--- config.mk ---
export PLATFORM = sky130hd
export DESIGN_NAME = garch_ctrl
export DESIGN_NICKNAME = d
export VERILOG_FILES = /design/src/design/garch_pkg.sv /design/src/design/garch_ctrl.sv
export SDC_FILE = /design/constraint.sdc
export NUM_CORES = 1
export LEC_CHECK = 0
export ABC_AREA = 1
export BUFFER_PORTS_ARGS = -buffer_cell sky130_fd_sc_hd__clkbuf_2
export CAP_MARGIN = 0
export CORE_AREA = 10 10 62 64
export DETAILED_ROUTE_END_ITERATION = 16
export DIE_AREA = 0 0 72 74
export PLACE_DENSITY_LB_ADDON = 0.05
export SETUP_SLACK_MARGIN = 0.3
export SYNTH_ARGS = -nofsm -noshare
export SYNTH_HDL_FRONTEND = slang
export SYNTH_SLANG_ARGS = --single-unit
--- constraint.sdc ---
create_clock -name clk -period 3.8 [get_ports clk]
set_clock_uncertainty 0.05 [all_clocks]
set_input_delay 0.57 -clock clk [delete_from_list [all_inputs] [get_ports clk]]
set_output_delay 0.57 -clock clk [all_outputs]
set_load 0.02 [all_outputs]
--- src/design/garch_pkg.sv ---
// Shared types and constants for the GARCH(1,1) variance / log-likelihood core.
// Used by garch_ctrl, garch_dp and garch_variance_loglik_core; no dependencies.
`default_nettype none
package garch_pkg;

  localparam int unsigned VAR_FRAC_BITS_DEF = 32;
  localparam int unsigned CFG_IDX_W = 3;
  localparam int unsigned CFG_DATA_W = 48;

  // configuration register indexes
  localparam logic [CFG_IDX_W-1:0] CFG_INTERCEPT = 3'd0;
  localparam logic [CFG_IDX_W-1:0] CFG_ARCH_COEF = 3'd1;
  localparam logic [CFG_IDX_W-1:0] CFG_GARCH_COEF = 3'd2;
  localparam logic [CFG_IDX_W-1:0] CFG_INIT_VAR = 3'd3;

  localparam logic [47:0] RST_INTERCEPT = 48'd4294967;
  localparam logic [47:0] RST_ARCH_COEF = 48'd429496730;
  localparam logic [47:0] RST_GARCH_COEF = 48'd3435973837;
  localparam logic [47:0] RST_INIT_VAR = 48'd4294967296;

  localparam logic [63:0] LN2_Q64 = 64'hB17217F7D1CF79AB;
  localparam logic [63:0] NONSTAT_SUM = 64'(100000) << 32;

  // datapath commands
  typedef enum logic [4:0] {
    DP_NOP,
    DP_LOAD,
    DP_MUL_SQP,
    DP_CAP_SQP,
    DP_MUL_T1,
    DP_CAP_T1,
    DP_MUL_T2,
    DP_CAP_T2,
    DP_MUL_TF,
    DP_CAP_TF,
    DP_NORM_INIT,
    DP_NORM_STEP,
    DP_MUL_LOG,
    DP_LOG_UPD,
    DP_MUL_LN,
    DP_CAP_LN,
    DP_MUL_SQX,
    DP_CAP_SQX,
    DP_DIV_INIT,
    DP_DIV_STEP,
    DP_FINISH
  } dp_cmd_t;

  // datapath status back to the controller
  typedef struct packed {
    logic mul_busy;
    logic norm_done;
    logic out_free;
    logic is_fcst;
    logic is_start;
    logic pending;
  } dp_status_t;

endpackage
`default_nettype wire

--- src/design/garch_ctrl.sv ---
// Controller state machine: sequences the datapath through one item.
// Depends on garch_pkg.
`default_nettype none
module garch_ctrl (
  input  wire logic                  clk,
  input  wire logic                  rst_n,
  input  wire logic                  in_valid,
  output logic                       in_ready,
  input  wire garch_pkg::dp_status_t st,
  output garch_pkg::dp_cmd_t         cmd
);
  import garch_pkg::*;

  typedef enum logic [4:0] {
    S_IDLE, S_DECODE, S_SQP_W, S_T1, S_T1_W, S_T2, S_T2_W, S_TF_W,
    S_NORM_INIT, S_NORM, S_LOG_W, S_LOG_M, S_LN, S_LN_W, S_SQX, S_SQX_W,
    S_DIV_I, S_DIV, S_DONE
  } state_t;

  state_t     state_r, state_nxt;
  logic [6:0] cnt_r, cnt_nxt;

  assign in_ready = (state_r == S_IDLE);

  // next state and command
  always_comb begin
    state_nxt = state_r;
    cnt_nxt = cnt_r;
    cmd = DP_NOP;
    case (state_r)
      S_IDLE: begin
        if (in_valid) begin
          cmd = DP_LOAD;
          state_nxt = S_DECODE;
        end
      end
      S_DECODE: begin
        if (st.is_fcst) begin
          if (st.pending) begin
            cmd = DP_MUL_SQP;
            state_nxt = S_SQP_W;
          end else begin
            cmd = DP_MUL_TF;
            state_nxt = S_TF_W;
          end
        end else if (st.is_start) begin
          state_nxt = S_DONE;
        end else begin
          cmd = DP_MUL_SQP;
          state_nxt = S_SQP_W;
        end
      end
      S_SQP_W: if (!st.mul_busy) begin
        cmd = DP_CAP_SQP;
        state_nxt = S_T1;
      end
      S_T1: begin
        cmd = DP_MUL_T1;
        state_nxt = S_T1_W;
      end
      S_T1_W: if (!st.mul_busy) begin
        cmd = DP_CAP_T1;
        state_nxt = S_T2;
      end
      S_T2: begin
        cmd = DP_MUL_T2;
        state_nxt = S_T2_W;
      end
      S_T2_W: if (!st.mul_busy) begin
        cmd = DP_CAP_T2;
        state_nxt = st.is_fcst ? S_DONE : S_NORM_INIT;
      end
      S_TF_W: if (!st.mul_busy) begin
        cmd = DP_CAP_TF;
        state_nxt = S_DONE;
      end
      S_NORM_INIT: begin
        cmd = DP_NORM_INIT;
        state_nxt = S_NORM;
      end
      S_NORM: begin
        if (st.norm_done) begin
          cmd = DP_MUL_LOG;
          cnt_nxt = 7'd31;
          state_nxt = S_LOG_W;
        end else begin
          cmd = DP_NORM_STEP;
        end
      end
      S_LOG_W: if (!st.mul_busy) begin
        cmd = DP_LOG_UPD;
        if (cnt_r == '0) begin
          state_nxt = S_LN;
        end else begin
          cnt_nxt = cnt_r - 7'd1;
          state_nxt = S_LOG_M;
        end
      end
      S_LOG_M: begin
        cmd = DP_MUL_LOG;
        state_nxt = S_LOG_W;
      end
      S_LN: begin
        cmd = DP_MUL_LN;
        state_nxt = S_LN_W;
      end
      S_LN_W: if (!st.mul_busy) begin
        cmd = DP_CAP_LN;
        state_nxt = S_SQX;
      end
      S_SQX: begin
        cmd = DP_MUL_SQX;
        state_nxt = S_SQX_W;
      end
      S_SQX_W: if (!st.mul_busy) begin
        cmd = DP_CAP_SQX;
        state_nxt = S_DIV_I;
      end
      S_DIV_I: begin
        cmd = DP_DIV_INIT;
        cnt_nxt = 7'd127;
        state_nxt = S_DIV;
      end
      S_DIV: begin
        cmd = DP_DIV_STEP;
        if (cnt_r == '0) state_nxt = S_DONE;
        else cnt_nxt = cnt_r - 7'd1;
      end
      S_DONE: if (st.out_free) begin
        cmd = DP_FINISH;
        state_nxt = S_IDLE;
      end
      default: state_nxt = S_IDLE;
    endcase
  end

  always_ff @(posedge clk) begin
    if (!rst_n) begin
      state_r <= S_IDLE;
      cnt_r <= '0;
    end else begin
      state_r <= state_nxt;
      cnt_r <= cnt_nxt;
    end
  end

endmodule
`default_nettype wire

---- Word-level counts from Yosys, hierarchy flattened ----
Index checks and enable logic that the tools add are counted.
word-level totals
  output and inout port bits .............. 6
  bits in registers ....................... 12
  logic and storage cells ................. 72
  input port bits ......................... 9
operators by class
  add/sub/neg operators ................... 1
  equality and inequality tests ........... 29
  reductions and logical operators ........ 5
  multiplexer cells ....................... 35
operator list
  operator                                                                number
  5-bit case mux with 19 select lines                                     2
  5-bit 2-to-1 mux                                                        17
  5-bit by 4-bit equality test with 1-bit output (second input constant)  8
  7-bit case mux with 4 select lines                                      1
  2-bit inequality test (second input constant)                           11
  7-bit 2-to-1 mux                                                        3
  5-bit by 3-bit equality test with 1-bit output (second input constant)  4
  4-bit 2-to-1 mux                                                        4
  5-bit equality test (second input constant)                             3
  3-bit 2-to-1 mux                                                        5
  11-bit AND reduction                                                    1
  5-bit by 2-bit equality test with 1-bit output (second input constant)  2
  7-bit logical NOT                                                       1
  7-bit by 1-bit subtractor with 7-bit output (second input constant)     1
  5-bit by 1-bit equality test with 1-bit output (second input constant)  1
  5-bit logical NOT                                                       1
  2-bit 2-to-1 mux                                                        2
  4-bit nonzero test                                                      1
  3-bit AND reduction                                                     1
  1-bit 2-to-1 mux                                                        1

---- Depth between registers and ports, before layout ----
Gate-level depths: netlist of the first run.
  word-level depth ........................ 4
  mapped depth ............................ 12
  mapped depth without buffers ............ 12

---- Worst setup path after synthesis of the first run ----
No wires, ideal clock.
  path type ............................... reg2out
  start point ............................. register state_r[4]
  end point ............................... output port cmd[0]
  cell stages (with the launch flop) ...... 9
  setup slack ............................. 1.847 ns
  arrival ................................. 1.333 ns
  data required time ...................... 3.180 ns
  buffers on the path ..................... 1
  cells stage by stage .................... dfxtp_1 > buf_6 > inv_1 > nand2_1 > inv_1 > nand2_1 > inv_1 > a211oi_1 > nand3_1
on the way
  word-level cells in the longest chain between the ends .. 2
  elaborated cells between the ends (all ways) .. 20
  those cells by class .................... eq/ne: 18; mux: 1; reduce/logical: 1
ends and longest elaborated chain
  item                                 RTL line           RTL
  from (decl)                          garch_ctrl.sv:20   state_t state_r, state_nxt;
  from (signal assigned)               garch_ctrl.sv:142  state_r <= state_nxt;
  5-bit logical NOT                    n/a
  via in_ready                         garch_ctrl.sv:8    output logic in_ready,
  5-bit case mux with 19 select lines  garch_ctrl.sv:30   case (state_r)
  to (decl)                            garch_ctrl.sv:10   output garch_pkg::dp_cmd_t cmd
The timed path passes the listed nets, and every way through them passes these cells.

---- Final worst setup path of the first run ----
  start point ............................. register state_r[4]
  end point ............................... output port cmd[2]
on the way
  word-level cells in the longest chain between the ends .. 2
  elaborated cells between the ends (all ways) .. 20
  those cells by class .................... eq/ne: 18; mux: 1; reduce/logical: 1
ends and longest elaborated chain
  item                                               RTL line
  5-bit equality test, or another cell as far along  garch_ctrl.sv:30
  5-bit case mux with 19 select lines (*)            garch_ctrl.sv:30
Every way passes the cells marked *; elsewhere a longest branch is shown, timed or not.

==> run_results.csv, run 1 <==
group,metric,value,unit
finish,fillers,303,
setup_path,crit_fanout,9,
finish,area_growth,10.5,%
clock_tree,cts_buffers,3,
finish,final_cells,270,
finish,antenna_cells,0,
global_route,grt_pass1_wl,5960,um
floorplanning,fp.dieArea,5330,sq um
power,cellLeakagePower,0.799,nW
route,route.detailed.drc,0,
synthesis,yosysSeqAreaShare,0.188,
route,wl_per_cell,12.9,um
synthesis,async_reset_ff_frac,0,
route,drt_pre_antenna_iters,4,
clock_tree,post_cts_buffers,0,
route,viasPerCell,5.31,
synthesis,yosys_warnings,0,
synthesis,synth_seq_cells,12,
route,ant_nets,0,
route,routed_wirelength,3490,um
sta,fmax,383,MHz
floorplanning,die_h,74,um
sta,slew_headroom,0.640,
clock_tree,cts_tree,"built",
floorplanning,initial_core_util,0.481,
sta,rsz0062_at_grt,"no",
floorplanning,core-area,2660,sq um
floorplanning,die_w,72,um
floorplanning,pin_count,15,
clock_tree,clk-insertion-delay-late,0.27,ns
placed_design,numPortBuffers,14,
synthesis,synth_area_leaders,"dfxtp_1 (19%), nand2_1 (17%), nand3_1 (11%), nor2_1 (10%), inv_1 (8.2%)",
placed_design,hpwl,2890,um
placed_design,dp_slack,1.53,ns
setup_path,arrival,1.99,ns
finish,nets,251,
setup_path,required,3.18,ns
clock_tree,max-clock-path-buffers,2,
route,drt_iter0_markers,137,
sta,tightest_slew,0.536,ns
sta,setup_tns,0,ns
floorplanning,row_count,19,
synthesis,yosysTopAreaCell,"dfxtp_1",
power,p_per_area,814,nW/um^2
sta,drv_slew,0,
clock_tree,cts_resized,0,
outcome,status,"finished clean",
placed_design,dp.cells,266,
clock_tree,ctsHoldBuffers,0,
power,power,1.15,mW
clock_tree,cts.sinks,12,
global_route,antenna_found_initial,0,
global_route,grt_start_max_net_pins,11,
global_route,grt_overflow_total,0,
route,vias,1433,
synthesis,netlist.area_leader.share,0.188,
synthesis,synth_ff_type,"dfxtp_1",
global_route,grt_pass1_vias,1291,
clock_tree,clkTransAtPathRegs,0.08,ns
synthesis,syn-num-nets,233,
finish,drive_gt1_frac,0.176,
setup_path,rrSetupSlack,2.07,ns
synthesis,synthesis.area,1280,sq um
sta,min_period_over_period,0.687,
hold_path,hold_path.class,"flop to flop",
global_route,track_usage,0.134,
sta,hold_violations,0,
synthesis,synth_edf_count,0,
setup_path,start_kind,"flop",
synthesis,postSynthCellCount,222,
synthesis,syn_avg_cell_area,5.77,sq um
clock_tree,cts_max_level,1,
setup_path,criticalPathCategory,"flop to output pin",
setup_path,critPathCaptureType,"output pin",
clock_tree,root_buffer,"clkbuf_4",
job,cap_violations,0,
sta,setup_ws,1.19,ns
synthesis,ys_types,26,
sta,setup_viol,0,
placed_design,gp_congestion,0.979,
sta,min_period,2.61,ns
power,ir_drop,0.000602,V
-- final cells by class --
type | instances | area, sq um | share of cell area
multi-input cells | 177 | 908 | 0.642
flip-flops and latches | 12 | 240 | 0.170
inverters | 32 | 120 | 0.0850
repair buffers | 14 | 70.1 | 0.0496
well taps | 31 | 38.8 | 0.0274
clock buffers | 4 | 36.3 | 0.0257
-- routing by layer --
| metal | GRT usage | share of wire |
|---|---|---|
| met1 | 0.188 | 0.51 |
| met2 | 0.201 | 0.40 |
| met3 | 0.0306 | 0.073 |
| met4 | 0.0323 | 0.0089 |
| met5 | 0 | 0 |
-- sequential cells by signal, summed over array words and instances, names as in the netlist --
| register | cells |
|---|---|
| state_r | 5 |
| cnt_r | 7 |
-- kinds of logic after synthesis --
family / after synthesis / synth area share
buf+inv: 33 / 0.103
compound gates: 22 / 0.102
fa+ha+maj: 2 / 0.0195
flops: 12 / 0.188
simple gates: 149 / 0.561
xor+xnor: 4 / 0.0274
-- through the flow --
| stage | cell area (sq um) | util | hold slack (ns) |
|---|---|---|---|
| 2_1_floorplan | 1280 | - | 0.389 |
| 3_3_place_gp | 1380 | 0.517 | 0.400 |
| 3_5_place_dp | 1380 | 0.517 | 0.407 |
| 4_1_cts | 1410 | 0.531 | 0.421 |
| 5_1_grt | 1410 | 0.531 | 0.443 |
| 6_report | 1410 | 0.531 | 0.416 |
-- cells in the final DEF, fill, tap and decap left out, types with 4 or more instances in the layout --
| master | Yosys | routed |
|---|---|---|
| o21ai_0 | 7 | 7 |
| clkbuf_2 | 0 | 14 |
| inv_2 | 4 | 4 |
| nand3_2 | 4 | 4 |
| nand3_1 | 29 | 29 |
| dfxtp_1 | 12 | 12 |
| a21oi_1 | 8 | 8 |
| nand2_1 | 59 | 59 |
| nor2_1 | 34 | 34 |
| nor2_2 | 6 | 6 |
| nand4_1 | 5 | 5 |
| inv_1 | 28 | 28 |
| nand2_4 | 4 | 4 |
-- synthesized netlist by cell type (2+ instances only) --
master / count
a211oi_1: 2
a21oi_1: 8
dfxtp_1: 12
ha_1: 2
inv_1: 28
inv_2: 4
nand2_1: 59
nand2_2: 2
nand2_4: 4
nand3_1: 29
nand3_2: 4
nand4_1: 5
nor2_1: 34
nor2_2: 6
nor2_4: 2
nor4_1: 2
o2111ai_1: 2
o21ai_0: 7
xor2_1: 3
-- power by group --
group	leakage [nW]	internal [mW]	switching, mW	total, mW
sequential	0.0983	0.176	0.0623	0.238
clock	0.0210	0.0582	0.0441	0.102
combinational	0.680	0.275	0.535	0.810
total	0.799	0.509	0.641	1.15
-- worst max-delay path, cell delays in order, from the launching register on --
cell       delay, ns
dfxtp_1         0.57
inv_1           0.23
nor4_1          0.55
nor2_1          0.08
o2111ai_1       0.09
clkbuf_2        0.20
-- final timing paths --
| kind | startpoint | cells past startpoint | to |
|---|---|---|---|
| min | cnt_r[1]$_SDFFE_PN0P_ | 2 | cnt_r[1]$_SDFFE_PN0P_ |
| max reg2reg | state_r[4]$_SDFFE_PN0P_ | 7 | state_r[3]$_SDFFE_PN0P_ |
| max | state_r[4]$_SDFFE_PN0P_ | 5 | cmd[2] |
| min reg2reg | cnt_r[1]$_SDFFE_PN0P_ | 2 | cnt_r[1]$_SDFFE_PN0P_ |
(Power assumes the default switching activity.)
==> run 2, diff against run 1 <==
==> constraint.sdc (replaced) <==
create_clock -name clk -period 2.36 [get_ports clk]
set_clock_uncertainty 0.05 [all_clocks]
set_input_delay 0.354 -clock clk [delete_from_list [all_inputs] [get_ports clk]]
set_output_delay 0.354 -clock clk [all_outputs]
set_load 0.02 [all_outputs]
==> run_results.csv, run 2 (same netlist as run 1, synthesis figures left out) <==
group,metric,value,unit
power,ir_drop,0.000914,V
hold_path,whs_endpoint,"state_r[0]$_SDFFE_PN0P_",
power,p_per_area,1290,nW/um^2
clock_tree,cts_buffers,3,
outcome,status,"finished clean",
setup_path,reg2reg_depth,11,
route,vias,1532,
hold_path,hold_path.class,"input port to flop",
setup_path,r2r_start,"state_r[1]$_SDFFE_PN0P_",
finish,nets,260,
sta,slew_headroom,0.747,
sta,min_period_over_period,0.849,
power,switching_share,0.549,
floorplanning,die_w,72,um
clock_tree,cts_max_level,1,
job,cap_violations,0,
placed_design,dp_slack,0.484,ns
clock_tree,clkTransAtPathRegs,0.07,ns
sta,hold_violations,0,
sta,min_period,2.00,ns
hold_path,hold_depth,3,
clock_tree,cts_tree,"built",
route,drt_pre_antenna_iters,4,
placed_design,numPortBuffers,14,
sta,drv_slew,0,
sta,tightest_slew,0.377,ns
hold_path,hp-start,"rst_n",
setup_path,required,1.96,ns
finish,largest_register_ffs,7,
route,drt_iter0_markers,146,
global_route,antenna_found_initial,0,
sta,setup_tns,0,ns
finish,drive_gt1_frac,0.315,
clock_tree,max-clock-path-buffers,2,
finish,seqCellArea,256,sq um
route,wl_per_cell,13.9,um
finish,reg.largest.list,"cnt_r x7, state_r x5",
clock_tree,root_buffer,"clkbuf_4",
finish,top_register,"cnt_r",
route,viasPerCell,5.49,
setup_path,arrival,1.60,ns
global_route,grt_overflow_total,0,
setup_path,start_kind,"flop",
power,power,2.11,mW
power,p_int,954,uW
global_route,grt_pass1_vias,1381,
floorplanning,core-area,2660,sq um
route,ant_nets,0,
floorplanning,row_count,19,
sta,setup_ws,0.357,ns
power,pwr-share-comb,0.725,
floorplanning,die_h,74,um
floorplanning,pin_count,15,
sta,fmax,499,MHz
finish,final_cell_mix,"nand2_1 (50), nor2_1 (31), nand3_1 (26)",
floorplanning,initial_core_util,0.481,
global_route,grt_start_max_net_pins,11,
setup_path,r2r-end,"cnt_r[5]$_SDFFE_PN0P_",
setup_path,rrSetupSlack,0.67,ns
global_route,track_usage,0.143,
power,clkPwrFrac,0.079,
sta,rsz0062_at_grt,"yes",
setup_path,crit_start,"state_r[1]$_SDFFE_PN0P_",
finish,multi_input_area,1030,sq um
global_route,grt_pass1_wl,6400,um
route,route.detailed.drc,0,
clock_tree,cts.sinks,12,
finish,fillers,253,
sta,timing.hold.ws,0.287,ns
route,routed_wirelength,3870,um
setup_path,criticalPathCategory,"flop to output pin",
power,seqPwrFrac,0.196,
power,switchingPower,1.16,mW
finish,antenna_cells,0,
setup_path,crit_fanout,7,
floorplanning,fp.dieArea,5330,sq um
sta,setup_viol,0,
clock_tree,clk-insertion-delay-late,0.28,ns
finish,area_growth,27.7,%
placed_design,hpwl,2930,um
finish,layout_commonest_cell,"nand2_1",
placed_design,gp_congestion,0.939,
power,cellLeakagePower,0.896,nW
setup_path,critPathCaptureType,"output pin",
finish,fin_util,0.614,
-- run 2: timing repair --
action,4_1_cts,5_1_grt
gates resized for setup,19,36
endpoints found under the setup margin,5,5
pin swaps,1,7
buffers inserted,0,7
cloned,0,1
hold buffers,0,0
-- run 2: worst max-delay path by stage --
stage          depth (start not counted)  slack (ns)  endpoint
3_5_place_dp                           8        0.48    cmd[3]
5_1_grt                                8        0.25    cmd[2]
4_1_cts                               10        0.30    cmd[0]
2_1_floorplan                          8        0.62    cmd[0]
3_3_place_gp                          10        0.54    cmd[0]
6_report                               8        0.36    cmd[1]
-- run 2: layout make-up --
class,instances,area share
Multi-Input combinational cell,178,0.631
Sequential cell,12,0.157
Timing Repair Buffer,22,0.0881
Inverter,32,0.0781
Tap cell,31,0.0237
Clock buffer,4,0.0222
-- run 2: metal layers --
metal	global-route usage	vias to the layer above	wire length [um]
met5	0	-	0
met4	0.0581	0	65
met3	0.0306	9	291
met2	0.205	54	1740
met1	0.200	696	1780
li1	-	773	-
-- run 2: per-stage QoR --
| step | area (sq um) | cells |
|---|---|---|
| 4_1_cts | 1480 | 271 |
| 3_3_place_gp | 1390 | 267 |
| 3_5_place_dp | 1390 | 267 |
| 6_report | 1630 | 279 |
| 5_1_grt | 1630 | 279 |
| 2_1_floorplan | 1280 | 222 |
-- run 2: critical path, stage by stage (launching register included) --
cell	delay [ns]
dfxtp_4	0.39
inv_4	0.08
nand2_4	0.05
nor2_4	0.25
nand3_2	0.13
nand2_1	0.08
inv_1	0.05
o2111ai_1	0.11
buf_4	0.18
-- run 2: power by group through the flow --
stage / clock [mW] / combinational, mW / sequential (mW)
finish: 0.167 / 1.53 / 0.415
global route: 0.185 / 1.71 / 0.431
CTS: 0.174 / 1.38 / 0.381
detailed placement: 0 / 1.32 / 0.376
global placement: 0 / 1.30 / 0.372
floorplan: 0 / 1.04 / 0.358
